--- src/sv/tsrt_pkg.sv ---
// ----------------------------------------------------------------------------
// tsrt_pkg: shared types for the timestamp sorted record table
// constants, request and result structs, cell records and codes
// ----------------------------------------------------------------------------
package tsrt_pkg;

  localparam int unsigned DEPTH = 64;
  localparam int unsigned CNT_W = $clog2(DEPTH + 1);

  typedef enum logic [1:0] {
    OP_INSERT = 2'd0,
    OP_REMOVE = 2'd1,
    OP_READ   = 2'd2
  } op_e;

  typedef enum logic [1:0] {
    STS_OK        = 2'd0,
    STS_NOT_FOUND = 2'd1,
    STS_FULL      = 2'd2,
    STS_BAD_RANK  = 2'd3
  } status_e;

  typedef enum logic {
    ST_IDLE = 1'b0,
    ST_EXEC = 1'b1
  } state_e;

  // packed month first so a plain unsigned compare orders by time
  typedef struct packed {
    logic [3:0] month;
    logic [4:0] day;
    logic [4:0] hour;
    logic [5:0] minute;
    logic [5:0] second;
  } stamp_t;

  typedef struct packed {
    logic [31:0] id;
    logic [15:0] quantity;
    stamp_t      stamp;
  } rec_t;

  typedef struct packed {
    logic occ;
    rec_t rec;
  } slot_t;

  typedef struct packed {
    logic ins;
    logic rem;
  } cell_ctl_t;

  typedef struct packed {
    logic [1:0]  opcode;
    logic [31:0] target_id;
    logic [5:0]  rank;
    logic [15:0] quantity;
    logic [3:0]  month;
    logic [4:0]  day;
    logic [4:0]  hour;
    logic [5:0]  minute;
    logic [5:0]  second;
  } req_t;

  typedef struct packed {
    logic [1:0]  status;
    logic [31:0] record_id;
    logic [15:0] record_quantity;
    logic [3:0]  record_month;
    logic [4:0]  record_day;
    logic [4:0]  record_hour;
    logic [5:0]  record_minute;
    logic [5:0]  record_second;
    logic [6:0]  entry_count;
  } res_t;

endpackage

--- src/sv/tsrt_cell.sv ---
// ----------------------------------------------------------------------------
// tsrt_cell: one slot of the sorted record chain
// holds a record, flags it against the request, shifts with its neighbors
// ----------------------------------------------------------------------------
module tsrt_cell import tsrt_pkg::*; (
  input  logic        clk_i,
  input  logic        rst_ni,
  input  logic        cap_i,
  input  logic [31:0] tgt_id_i,
  input  stamp_t      new_stamp_i,
  input  cell_ctl_t   ctl_i,
  input  logic        prev_gt_i,
  input  logic        del_i,
  input  slot_t       prev_slot_i,
  input  slot_t       next_slot_i,
  input  rec_t        new_rec_i,
  output slot_t       slot_o,
  output logic        gt_o,
  output logic        match_o
);

  logic  occ_q, occ_d;
  rec_t  rec_q, rec_d;
  logic  gt_q, match_q;

  always_comb begin
    occ_d = occ_q;
    rec_d = rec_q;
    if (ctl_i.ins && !gt_q) begin
      if (prev_gt_i) begin
        // insert point: first slot not newer than the new stamp
        occ_d = 1'b1;
        rec_d = new_rec_i;
      end else begin
        occ_d = prev_slot_i.occ;
        rec_d = prev_slot_i.rec;
      end
    end else if (ctl_i.rem && del_i) begin
      occ_d = next_slot_i.occ;
      rec_d = next_slot_i.rec;
    end
  end

  always_ff @(posedge clk_i or negedge rst_ni) begin
    if (!rst_ni) begin
      occ_q   <= 1'b0;
      gt_q    <= 1'b0;
      match_q <= 1'b0;
    end else begin
      occ_q <= occ_d;
      if (cap_i) begin
        gt_q    <= occ_q && (rec_q.stamp > new_stamp_i);
        match_q <= occ_q && (rec_q.id == tgt_id_i);
      end
    end
  end

  always_ff @(posedge clk_i) begin
    rec_q <= rec_d;
  end

  assign slot_o  = '{occ: occ_q, rec: rec_q};
  assign gt_o    = gt_q;
  assign match_o = match_q;

endmodule

--- config.mk ---
export PLATFORM = sky130hd
export DESIGN_NAME = tsrt_cell
export DESIGN_NICKNAME = d
export VERILOG_FILES = /design/src/sv/tsrt_pkg.sv /design/src/sv/tsrt_cell.sv
export SDC_FILE = /design/constraint.sdc
export NUM_CORES = 1
export LEC_CHECK = 0
export BUFFER_PORTS_ARGS = -buffer_cell sky130_fd_sc_hd__buf_4
export CAP_MARGIN = 15
export CORE_AREA = 2 2 143 145
export CTS_BUF_LIST = sky130_fd_sc_hd__clkbuf_4
export DETAILED_ROUTE_END_ITERATION = 8
export DIE_AREA = 0 0 145 147
export PLACE_DENSITY = 0.65
export SLEW_MARGIN = 20
export SYNTH_ARGS = -nofsm -noshare
export SYNTH_HDL_FRONTEND = slang
export SYNTH_SLANG_ARGS = --single-unit
--- constraint.sdc ---
create_clock -name clk_i -period 2.3 [get_ports clk_i]
set_input_delay 0.46 -clock clk_i [delete_from_list [all_inputs] [get_ports clk_i]]
set_output_delay 0.46 -clock clk_i [all_outputs]
set_load 0.01 [all_outputs]
==> impl_metrics.py, run 1 <==
metrics = {
    "grt": {
        "grt_pass1_vias": 4939,
        "track_usage_pct": 16.2,
        "antenna_found_initial": 2,
        "grt_overflow": 0,
        "grt_pass1_wl_um": 26600,
        "grt_max_degree": 75,
    },
    "power": {
        "power.density_nw_per_um2": 555,
        "vdd_drop_max_mv": 0.266,
        "p_leak_nw": 4.01,
    },
    "floorplanning": {
        "die_height_um": 147,
        "ioPinCount": 366,
        "start_util_pct": 24.7,
        "rows": 52,
        "dieWidth_um": 145,
        "die_area_um2": 21300,
        "core_um2": 19800,
    },
    "hold_path": {
        "worst_hold_path_type": "input pin to register",
        "hp-start": "next_slot_i[40]",
    },
    "final_layout": {
        "layout.cells.non_filler": 1112,
        "nNetsFinal": 1151,
        "syn_to_final_growth_pct": 67.4,
        "drive_above_1_share_pct": 47.1,
    },
    "timing": {
        "fin_skew_ns": 0.0136,
        "setup_viol": 0,
        "fmax_ghz": 0.541,
        "slew_viol_final": 0,
        "finalCriticalPeriod_ns": 1.85,
        "tightest_slew_ns": 0.578,
        "fin_setup_tns_ns": 0,
        "finalCritPeriodShare_pct": 80.3,
        "max_slew_margin_pct": 61.1,
        "grt_setup_unrepaired": "no",
        "hold_viol": 0,
    },
    "critical_path": {
        "crit_fanout": 4,
        "critPathSlowestCell": "edfxtp_1",
        "path_cells": "ha_1 > nand4_2 > nor4_2 > nand4_1 > a31oi_1 > a31oi_1",
        "cp.required_ns": 2.59,
        "worstReg2RegStart": "slot_o[24]$_DFFE_PP_",
        "crit_start": "slot_o[24]$_DFFE_PP_",
        "worstSetupEndpointType": "register",
        "cpLargestDelayFamily": "simple AND/OR/NAND/NOR gates",
        "cp.buffers_inverters": 0,
        "timing_worst_setup_path_type": "register to register",
        "start_kind": "register",
        "crit_top_cell": "a31oi_1",
        "cp_slowest_stage_delay_ns": 0.42,
        "critical_path_arrival_ns": 2.14,
    },
    "logic_synthesis": {
        "synth_compound_area_share_pct": 10.7,
        "synth_top_family_by_area": "multiplexers",
        "seq_area_frac_synth_pct": 46.9,
        "syn-num-nets": 786,
        "synth_common_cells": "o21ai_0 (79), nand2_1 (77), edfxtp_1 (74), mux2i_1 (74), xor2_1 (31)",
        "ys_top_cells_by_area": "edfxtp_1 (45%), mux2i_1 (15%), o21ai_0 (8.1%)",
        "synth-xor-area-share_pct": 5.72,
        "avgSynthCellArea_um2": 10.4,
        "syn_inst": 471,
        "synthFlopType": "edfxtp_1",
        "synth_edf_count": 74,
        "synth_cell_type_count": 31,
        "yosys.area_share.simple_pct": 10.1,
        "synth_top_area_cell": "edfxtp_1",
        "synthesis.area_um2": 4900,
        "synth_most_common_cell": "o21ai_0",
        "yosysWarnings": 0,
        "synthMuxAreaShare_pct": 15.1,
        "ys_seq_elements": 77,
        "synth_top_area_share_pct": 45.4,
        "yosys.area_share.adder_pct": 6.64,
        "async_flop_share_pct": 3.90,
    },
    "routing": {
        "viasPerCell": 4.33,
        "wire_per_inst_um": 15.8,
        "drt-total-wl_um": 17500,
        "initialDrtViolationCount": 151,
        "first_pass_iters": 4,
        "route.detailed.drc": 0,
        "vias": 4810,
        "drtAntennaViolNets": 0,
    },
    "clocking": {
        "clkTransAtPathRegs_ns": 0.13,
        "cts_sinks": 77,
        "postCtsSetupRepairBufs": 0,
        "htreeDepth": 3,
        "cts_hold_buf": 1,
        "clockBufferDepth": 2,
        "cts_tree": "built",
        "cts_root_buffer": "clkbuf_4",
        "cts_buffers": 9,
        "cts_resized": 0,
        "clock_latency_ns": 0.43,
    },
    "place": {
        "gp_congestion": 0.797,
        "dp_hpwl_um": 14600,
        "dp_cells": 1094,
        "portBuffers": 365,
    },
    "outcome": {
        "status": "complete, no violations",
    },
    "job": {
        "drv_cap": 0,
    },
}
-- per-layer routing --
layer  up-vias  part of all wire, %  GRT usage (%)
met2       215                   52           29.6
li1       2427                    -              -
met3        27                  7.5           5.12
met5         -                    0              0
met4         0                  2.1           5.94
met1      2141                   38           17.7
-- tightest hold or removal path: cells and delay by family --
family / cells / cell delay [ns]
AO/OA/AOI/OAI: 1 / 0.05
AND/OR/NAND/NOR: 1 / 0.03
buffers and inverters: 1 / 0.07
-- logic make-up after synthesis --
kind of cell,after synthesis
and+or+nand+nor,109
AOI/OAI and AO/OA,100
DFF,77
muxes,74
buffers and inverters,53
xor gates and xnor gates,32
adders and majority gates,26
-- flip-flops by register name (all words and copies together) (netlist names) --
signal   cells
gt_o         1
match_o      1
occ_q        1
slot_o      74
-- final cells by class --
class,count,area [µm²]
flip-flops and latches,77,2300
inverters,28,109
repair buffers,379,2910
fillers,1992,11600
multi-input cells,341,2370
well taps,270,338
diodes,2,5.00
clock inverters,6,103
clock buffers,9,67.6
-- path summary, 6_finish.rpt --
path	end	slack (ns)	depth (start not counted)
max in group asynchronous	gt_o$_DFFE_PN0P_	1.84	2
min in group asynchronous	occ_q$_DFFE_PN0P_	0.36	2
worst max-delay path	gt_o$_DFFE_PN0P_	0.45	6
worst min register to register	match_o$_DFFE_PN0P_	0.51	2
worst min-delay path	slot_o[40]$_DFFE_PP_	0.29	3
worst max register to register	gt_o$_DFFE_PN0P_	0.45	6
-- cells in the final DEF (no fill, tap or decap), types with 2 or more instances in the layout --
master and n:
a21oi_1 11, nor2b_1 2, o21ai_0 79, nand2_1 77, dfrtp_1 3, a31oi_1 2
clkbuf_4 9, bufinv_16 3, nand3_1 4, nand4_1 8, diode_2 2, inv_1 27
edfxtp_1 74, buf_4 373, nor4_1 7, xor2_1 31, nor3_1 3, nor2_1 3
a21o_1 2, mux2i_1 74, ha_1 26, clkinv_1 2, buf_12 5
-- per-stage QoR --
step                      hold slack (ns)  util [%]  setup slack [ns]  total power [W]  area (µm²)
after CTS                           0.218      41.3             0.457          0.00465        8190
after floorplan                     0.164         -            0.0315          0.00263        4900
final                               0.289      41.3             0.453          0.00455        8200
after detailed placement            0.257      40.4             0.346          0.00359        8010
after global placement              0.258      40.4             0.369          0.00357        8010
after global routing                0.237      41.3             0.317          0.00484        8200
-- power breakdown --
part	switching [W]	internal, W	total, W
Clock	0.000482	0.000536	0.00102
Sequential	0.000133	0.00182	0.00195
Combinational	0.000733	0.000844	0.00158
(Power assumes the default switching activity.)
==> run 2: changes to the inputs <==
--- a/config.mk
+++ b/config.mk
@@ -5,6 +5,7 @@
 export SDC_FILE = /design/constraint.sdc
 export NUM_CORES = 1
 export LEC_CHECK = 0
+export ABC_AREA = 1
 export BUFFER_PORTS_ARGS = -buffer_cell sky130_fd_sc_hd__buf_4
 export CAP_MARGIN = 15
 export CORE_AREA = 2 2 143 145
==> constraint.sdc (replaced) <==
create_clock -name clk_i -period 1.8 [get_ports clk_i]
set_input_delay 0.36 -clock clk_i [delete_from_list [all_inputs] [get_ports clk_i]]
set_output_delay 0.36 -clock clk_i [all_outputs]
set_load 0.01 [all_outputs]
==> impl_metrics.py, run 2 <==
metrics = {
    "logic_synthesis": {
        "synth_common_cells": "nand2_1 (157), o21ai_0 (86), edfxtp_1 (74)",
        "synth_top_area_cell": "edfxtp_1",
        "avgSynthCellArea_um2": 7.91,
        "synthFlopType": "edfxtp_1",
        "syn-num-nets": 977,
        "synth_edf_count": 74,
        "yosys.area_share.simple_pct": 21.9,
        "synth-xor-area-share_pct": 1.84,
        "synth_top_area_share_pct": 42.4,
        "synth_cell_type_count": 27,
        "synth_compound_area_share_pct": 16.0,
        "yosys.area_share.adder_pct": 6.21,
        "synth_most_common_cell": "nand2_1",
        "ys_seq_elements": 77,
        "seq_area_frac_synth_pct": 43.9,
        "async_flop_share_pct": 3.90,
        "yosysWarnings": 0,
        "synth_top_family_by_area": "simple AND/OR/NAND/NOR gates",
        "syn_inst": 662,
        "ys_top_cells_by_area": "edfxtp_1 (42%), nand2_1 (11%), o21ai_0 (8.2%)",
        "synthMuxAreaShare_pct": 0,
        "synthesis.area_um2": 5240,
    },
    "routing": {
        "route.detailed.drc": 0,
        "wire_per_inst_um": 15.6,
        "first_pass_iters": 5,
        "viasPerCell": 4.42,
        "drtAntennaViolNets": 0,
        "initialDrtViolationCount": 324,
        "drt-total-wl_um": 20200,
        "vias": 5718,
    },
    "critical_path": {
        "worstSetupEndpointType": "register",
        "cp.required_ns": 1.97,
        "start_kind": "register",
        "critical_path_arrival_ns": 1.83,
        "crit_fanout": 43,
        "timing_worst_setup_path_type": "register to register",
    },
    "clocking": {
        "htreeDepth": 3,
        "cts_tree": "built",
        "clock_latency_ns": 0.45,
        "cts_root_buffer": "clkbuf_4",
        "cts_resized": 0,
        "cts_buffers": 9,
        "cts_sinks": 77,
        "clkTransAtPathRegs_ns": 0.15,
        "clockBufferDepth": 2,
    },
    "floorplanning": {
        "ioPinCount": 366,
        "rows": 52,
        "core_um2": 19800,
        "start_util_pct": 26.4,
        "dieWidth_um": 145,
        "die_height_um": 147,
        "die_area_um2": 21300,
    },
    "final_layout": {
        "nNetsFinal": 1335,
        "layout_commonest_cell": "buf_4",
        "final_cell_mix": "buf_4 (372), nand2_1 (157), o21ai_0 (86), edfxtp_1 (74), inv_1 (72)",
        "drive_above_1_share_pct": 41.9,
        "syn_to_final_growth_pct": 60.9,
        "largest_reg_flops": 74,
    },
    "place": {
        "dp_hpwl_um": 16500,
        "gp_congestion": 0.823,
        "portBuffers": 365,
    },
    "grt": {
        "grt_pass1_vias": 5548,
        "grt_max_degree": 44,
        "track_usage_pct": 18.6,
        "antenna_found_initial": 1,
        "grt_overflow": 0,
        "grt_pass1_wl_um": 30700,
    },
    "timing": {
        "tightest_slew_ns": 0.512,
        "finalCriticalPeriod_ns": 1.66,
        "fin_skew_ns": 0.0235,
        "fin_setup_tns_ns": 0,
        "hold_viol": 0,
        "fmax_ghz": 0.604,
        "finalCritPeriodShare_pct": 92.0,
        "grt_setup_unrepaired": "no",
        "hold_ws_ns": 0.176,
        "setup_viol": 0,
        "max_slew_margin_pct": 65.5,
        "slew_viol_final": 0,
    },
    "hold_path": {
        "worst_hold_path_type": "input pin to register",
    },
    "outcome": {
        "status": "complete, no violations",
    },
    "power": {
        "vdd_drop_max_mv": 0.311,
        "power.density_nw_per_um2": 764,
        "p_leak_nw": 4.12,
    },
    "job": {
        "drv_cap": 0,
    },
}
run 2: final timing paths:
kind	slack, ns	depth (start not counted)	from	end
setup / recovery	0.14	4	gt_o$_DFFE_PN0P_	slot_o[2]$_DFFE_PP_
hold / removal	0.18	3	next_slot_i[71]	slot_o[71]$_DFFE_PP_
setup reg to reg	0.14	4	gt_o$_DFFE_PN0P_	slot_o[2]$_DFFE_PP_
hold reg to reg	0.51	2	match_o$_DFFE_PN0P_	match_o$_DFFE_PN0P_
max in group asynchronous	1.44	2	rst_ni	occ_q$_DFFE_PN0P_
min in group asynchronous	0.27	2	rst_ni	match_o$_DFFE_PN0P_
run 2: metal layers:
layer | vias up | wire length (µm) | part of all wire, % | track usage, %
met5 | - | 0 | 0 | 0
met2 | 235 | 9750 | 48 | 30.7
met3 | 35 | 1360 | 6.7 | 4.63
met1 | 2549 | 8580 | 42 | 23.2
li1 | 2899 | - | - | -
met4 | 0 | 513 | 2.5 | 7.72
run 2: cell type report:
class | count | area [µm²]
Tap cell | 270 | 338
Inverter | 74 | 280
Fill cell | 2045 | 11400
Antenna cell | 1 | 2.50
Sequential cell | 77 | 2300
Clock inverter | 5 | 76.3
Multi-Input combinational cell | 478 | 2420
Clock buffer | 10 | 75.1
Timing Repair Buffer | 380 | 2940
run 2: what timing repair did:
action,CTS,global route
hold buffers,1,0
setup buffers,0,0
endpoints found under the hold margin,3,0
run 2: report_power, final:
part	total [W]	switching, W	internal, W	leakage (nW)
clock network	0.00121	0.000643	0.000565	0.0799
logic	0.00258	0.00131	0.00127	3.26
registers	0.00265	0.000231	0.00242	0.775
total	0.00644	0.00219	0.00425	4.12
run 2: through the flow:
step                std cells  instance area, µm²  utilization (%)  total power [W]  worst slack (ns)
floorplan                 662                5240                -          0.00385            0.0838
global placement         1278                8270             41.7          0.00526            0.0233
detailed placement       1278                8270             41.7          0.00529           -0.0230
CTS                      1294                8430             42.5          0.00653             0.139
global route             1295                8430             42.5          0.00688            0.0231
finish                   1295                8430             42.5          0.00644             0.145
run 2: worst max-delay path, stage by stage, from the launching register on:
cell and delay, ns:
dfrtp_1 0.44, nor2_4 0.18, buf_12 0.21, o21ai_0 0.10, o21ai_0 0.43
run 2: cells by family after synthesis:
family	count (synthesis)
DFF	77
and+or+nand+nor	275
buffers and inverters	107
AOI/OAI and AO/OA	166
xor gates and xnor gates	11
adders and majority gates	26
==> run 3: changes to the inputs <==
--- a/config.mk
+++ b/config.mk
@@ -5,13 +5,13 @@
 export SDC_FILE = /design/constraint.sdc
 export NUM_CORES = 1
 export LEC_CHECK = 0
-export ABC_AREA = 1
+export ABC_AREA = 0
 export BUFFER_PORTS_ARGS = -buffer_cell sky130_fd_sc_hd__buf_4
 export CAP_MARGIN = 15
-export CORE_AREA = 2 2 143 145
+export CORE_AREA = 2 2 140 142
 export CTS_BUF_LIST = sky130_fd_sc_hd__clkbuf_4
 export DETAILED_ROUTE_END_ITERATION = 8
-export DIE_AREA = 0 0 145 147
+export DIE_AREA = 0 0 142 144
 export PLACE_DENSITY = 0.65
 export SLEW_MARGIN = 20
 export SYNTH_ARGS = -nofsm -noshare
==> impl_metrics.py, run 3 (synthesis results as in run 1) <==
metrics = {
    "routing": {
        "viasPerCell": 4.40,
        "first_pass_iters": 4,
        "wire_per_inst_um": 15.9,
        "vias": 4791,
        "route.detailed.drc": 0,
        "drtAntennaViolNets": 0,
        "drt-total-wl_um": 17300,
        "initialDrtViolationCount": 109,
    },
    "critical_path": {
        "cpLargestDelayFamily": "simple AND/OR/NAND/NOR gates",
        "r2r_slack_ns": -0.007,
        "start_kind": "register",
        "worstReg2RegStart": "slot_o[11]$_DFFE_PP_",
        "rr_endpoint": "gt_o$_DFFE_PN0P_",
        "cp.required_ns": 2.09,
        "timing_worst_setup_path_type": "register to register",
        "cp_slowest_stage_delay_ns": 0.46,
        "critPathSlowestCell": "edfxtp_1",
        "critical_path_arrival_ns": 2.10,
        "rr_worst_depth": 7,
        "crit_fanout": 2,
        "cp.buffers_inverters": 1,
        "worstSetupEndpointType": "register",
        "path_cells": "ha_4 > nand4_1 > nor4_2 > buf_4 > nand4_1 > a31oi_1 > a31oi_1",
    },
    "clocking": {
        "htreeDepth": 3,
        "clockBufferDepth": 2,
        "clock_latency_ns": 0.44,
        "cts_buffers": 9,
        "cts_root_buffer": "clkbuf_4",
        "cts_sinks": 77,
        "cts_tree": "built",
        "clkTransAtPathRegs_ns": 0.14,
    },
    "grt": {
        "use_met1_pct": 18.4,
        "grt_max_degree": 79,
        "grt_overflow": 0,
        "track_usage_pct": 16.0,
        "grt_use_met2_pct": 29.7,
        "grt_pass1_wl_um": 24800,
        "grt_pass1_vias": 4700,
        "use_met3_pct": 3.51,
        "antenna_found_initial": 1,
        "busiest_layer": "met2",
    },
    "final_layout": {
        "design_area_um2": 8300,
        "syn_to_final_growth_pct": 69.6,
        "largest_reg_flops": 74,
        "nNetsFinal": 1161,
        "drive_above_1_share_pct": 49.1,
        "layout_commonest_cell": "buf_4",
        "final_cell_mix": "buf_4 (382), o21ai_0 (79), nand2_1 (77), mux2i_1 (74), edfxtp_1 (74)",
        "fill_cells": 1912,
    },
    "place": {
        "dp_hpwl_um": 14300,
        "portBuffers": 365,
        "gp_congestion": 0.750,
        "place_area_um2": 8010,
    },
    "hold_path": {
        "hp-start": "next_slot_i[27]",
        "hold_depth": 3,
        "hold_path_end": "slot_o[27]$_DFFE_PP_",
        "worst_hold_path_type": "input pin to register",
    },
    "timing": {
        "grt_setup_unrepaired": "yes",
        "max_slew_margin_pct": 72.7,
        "slew_viol_final": 0,
        "fin_setup_tns_ns": -0.00708,
        "hold_viol": 0,
        "setup_viol": 1,
        "tightest_slew_ns": 0.400,
        "fin_skew_ns": 0.0218,
        "worst_slack_ns": -0.00708,
        "finalCritPeriodShare_pct": 100,
        "finalCriticalPeriod_ns": 1.81,
        "fmax_ghz": 0.553,
    },
    "floorplanning": {
        "start_util_pct": 25.7,
        "ioPinCount": 366,
        "dieWidth_um": 142,
        "die_area_um2": 20400,
        "die_height_um": 144,
        "rows": 51,
        "core_um2": 19100,
    },
    "job": {
        "drv_cap": 0,
    },
    "power": {
        "vdd_drop_max_mv": 0.476,
        "p_leak_nw": 4.06,
        "power.density_nw_per_um2": 687,
    },
    "outcome": {
        "violations": "setup timing",
        "status": "finished with violations",
    },
}
==> run 3: changes by cell type in the layout (fill, tap and decap cells not counted), moves of 30 or more <==
cell,change
inv_1,-45
mux2i_1,+74
nand2_1,-80
nor2_1,-65
nor2_2,-30
o21ai_1,-65
xor2_1,+31
==> run 3: cell type report <==
| cell class | count | area, µm² | share of cell area [%] |
|---|---|---|---|
| Sequential cell | 77 | 2300 | 27.7 |
| Clock buffer | 9 | 67.6 | 0.814 |
| Multi-Input combinational cell | 341 | 2460 | 29.6 |
| Timing Repair Buffer | 389 | 3000 | 36.1 |
| Tap cell | 238 | 298 | 3.59 |
| Clock inverter | 7 | 73.8 | 0.889 |
| Antenna cell | 1 | 2.50 | 0.0301 |
| Inverter | 28 | 109 | 1.31 |
==> run 3: worst reg2reg max path: cells and delay by family (launching register included) <==
family          cells  cell delay (ns)
compound gates      2             0.24
fa+ha+maj           1             0.29
buf+inv             1             0.15
flops               1             0.46
simple gates        3             0.52
==> run 3: worst max path at each step <==
stage | from | to | depth (start not counted)
4_1_cts | slot_o[11]$_DFFE_PP_ | gt_o$_DFFE_PN0P_ | 7
2_1_floorplan | ctl_i[1] | slot_o[0]$_DFFE_PP_ | 3
3_5_place_dp | new_stamp_i[7] | gt_o$_DFFE_PN0P_ | 8
5_1_grt | slot_o[12]$_DFFE_PP_ | gt_o$_DFFE_PN0P_ | 7
6_report | slot_o[11]$_DFFE_PP_ | gt_o$_DFFE_PN0P_ | 7
3_3_place_gp | new_stamp_i[24] | gt_o$_DFFE_PN0P_ | 9
==> run 3: what timing repair did <==
item,CTS,global route
hold buffers,1,0
gates cloned,0,0
endpoints found under the hold margin,3,0
endpoints found under the setup margin,1,2
pin swaps,6,5
setup buffers,7,2
resized for setup,3,4
==> run 3: report_power, final <==
part | internal [W] | switching, W | leakage (nW) | total [W]
Clock | 0.000428 | 0.000686 | 0.0763 | 0.00111
Combinational | 0.00115 | 0.000944 | 3.20 | 0.00209
Sequential | 0.00233 | 0.000171 | 0.782 | 0.00250
==> run 3: through the flow <==
step | instances | setup slack, ns | hold slack, ns | util, % | power, W
after floorplan | 471 | -0.303 | 0.0644 | - | 0.00337
after global placement | 1063 | -0.0317 | 0.162 | 42.0 | 0.00458
after detailed placement | 1063 | -0.0806 | 0.162 | 42.0 | 0.00460
after CTS | 1087 | -0.0255 | 0.120 | 43.2 | 0.00579
after global routing | 1090 | -0.112 | 0.136 | 43.5 | 0.00609
final | 1090 | -0.00708 | 0.177 | 43.5 | 0.00570
==> run 3: metal layers <==
layer / vias to the layer above / wire length [µm]
li1: 2446 / -
met1: 2132 / 6780
met2: 198 / 9180
met3: 15 / 1130
met4: 0 / 257
met5: - / 0
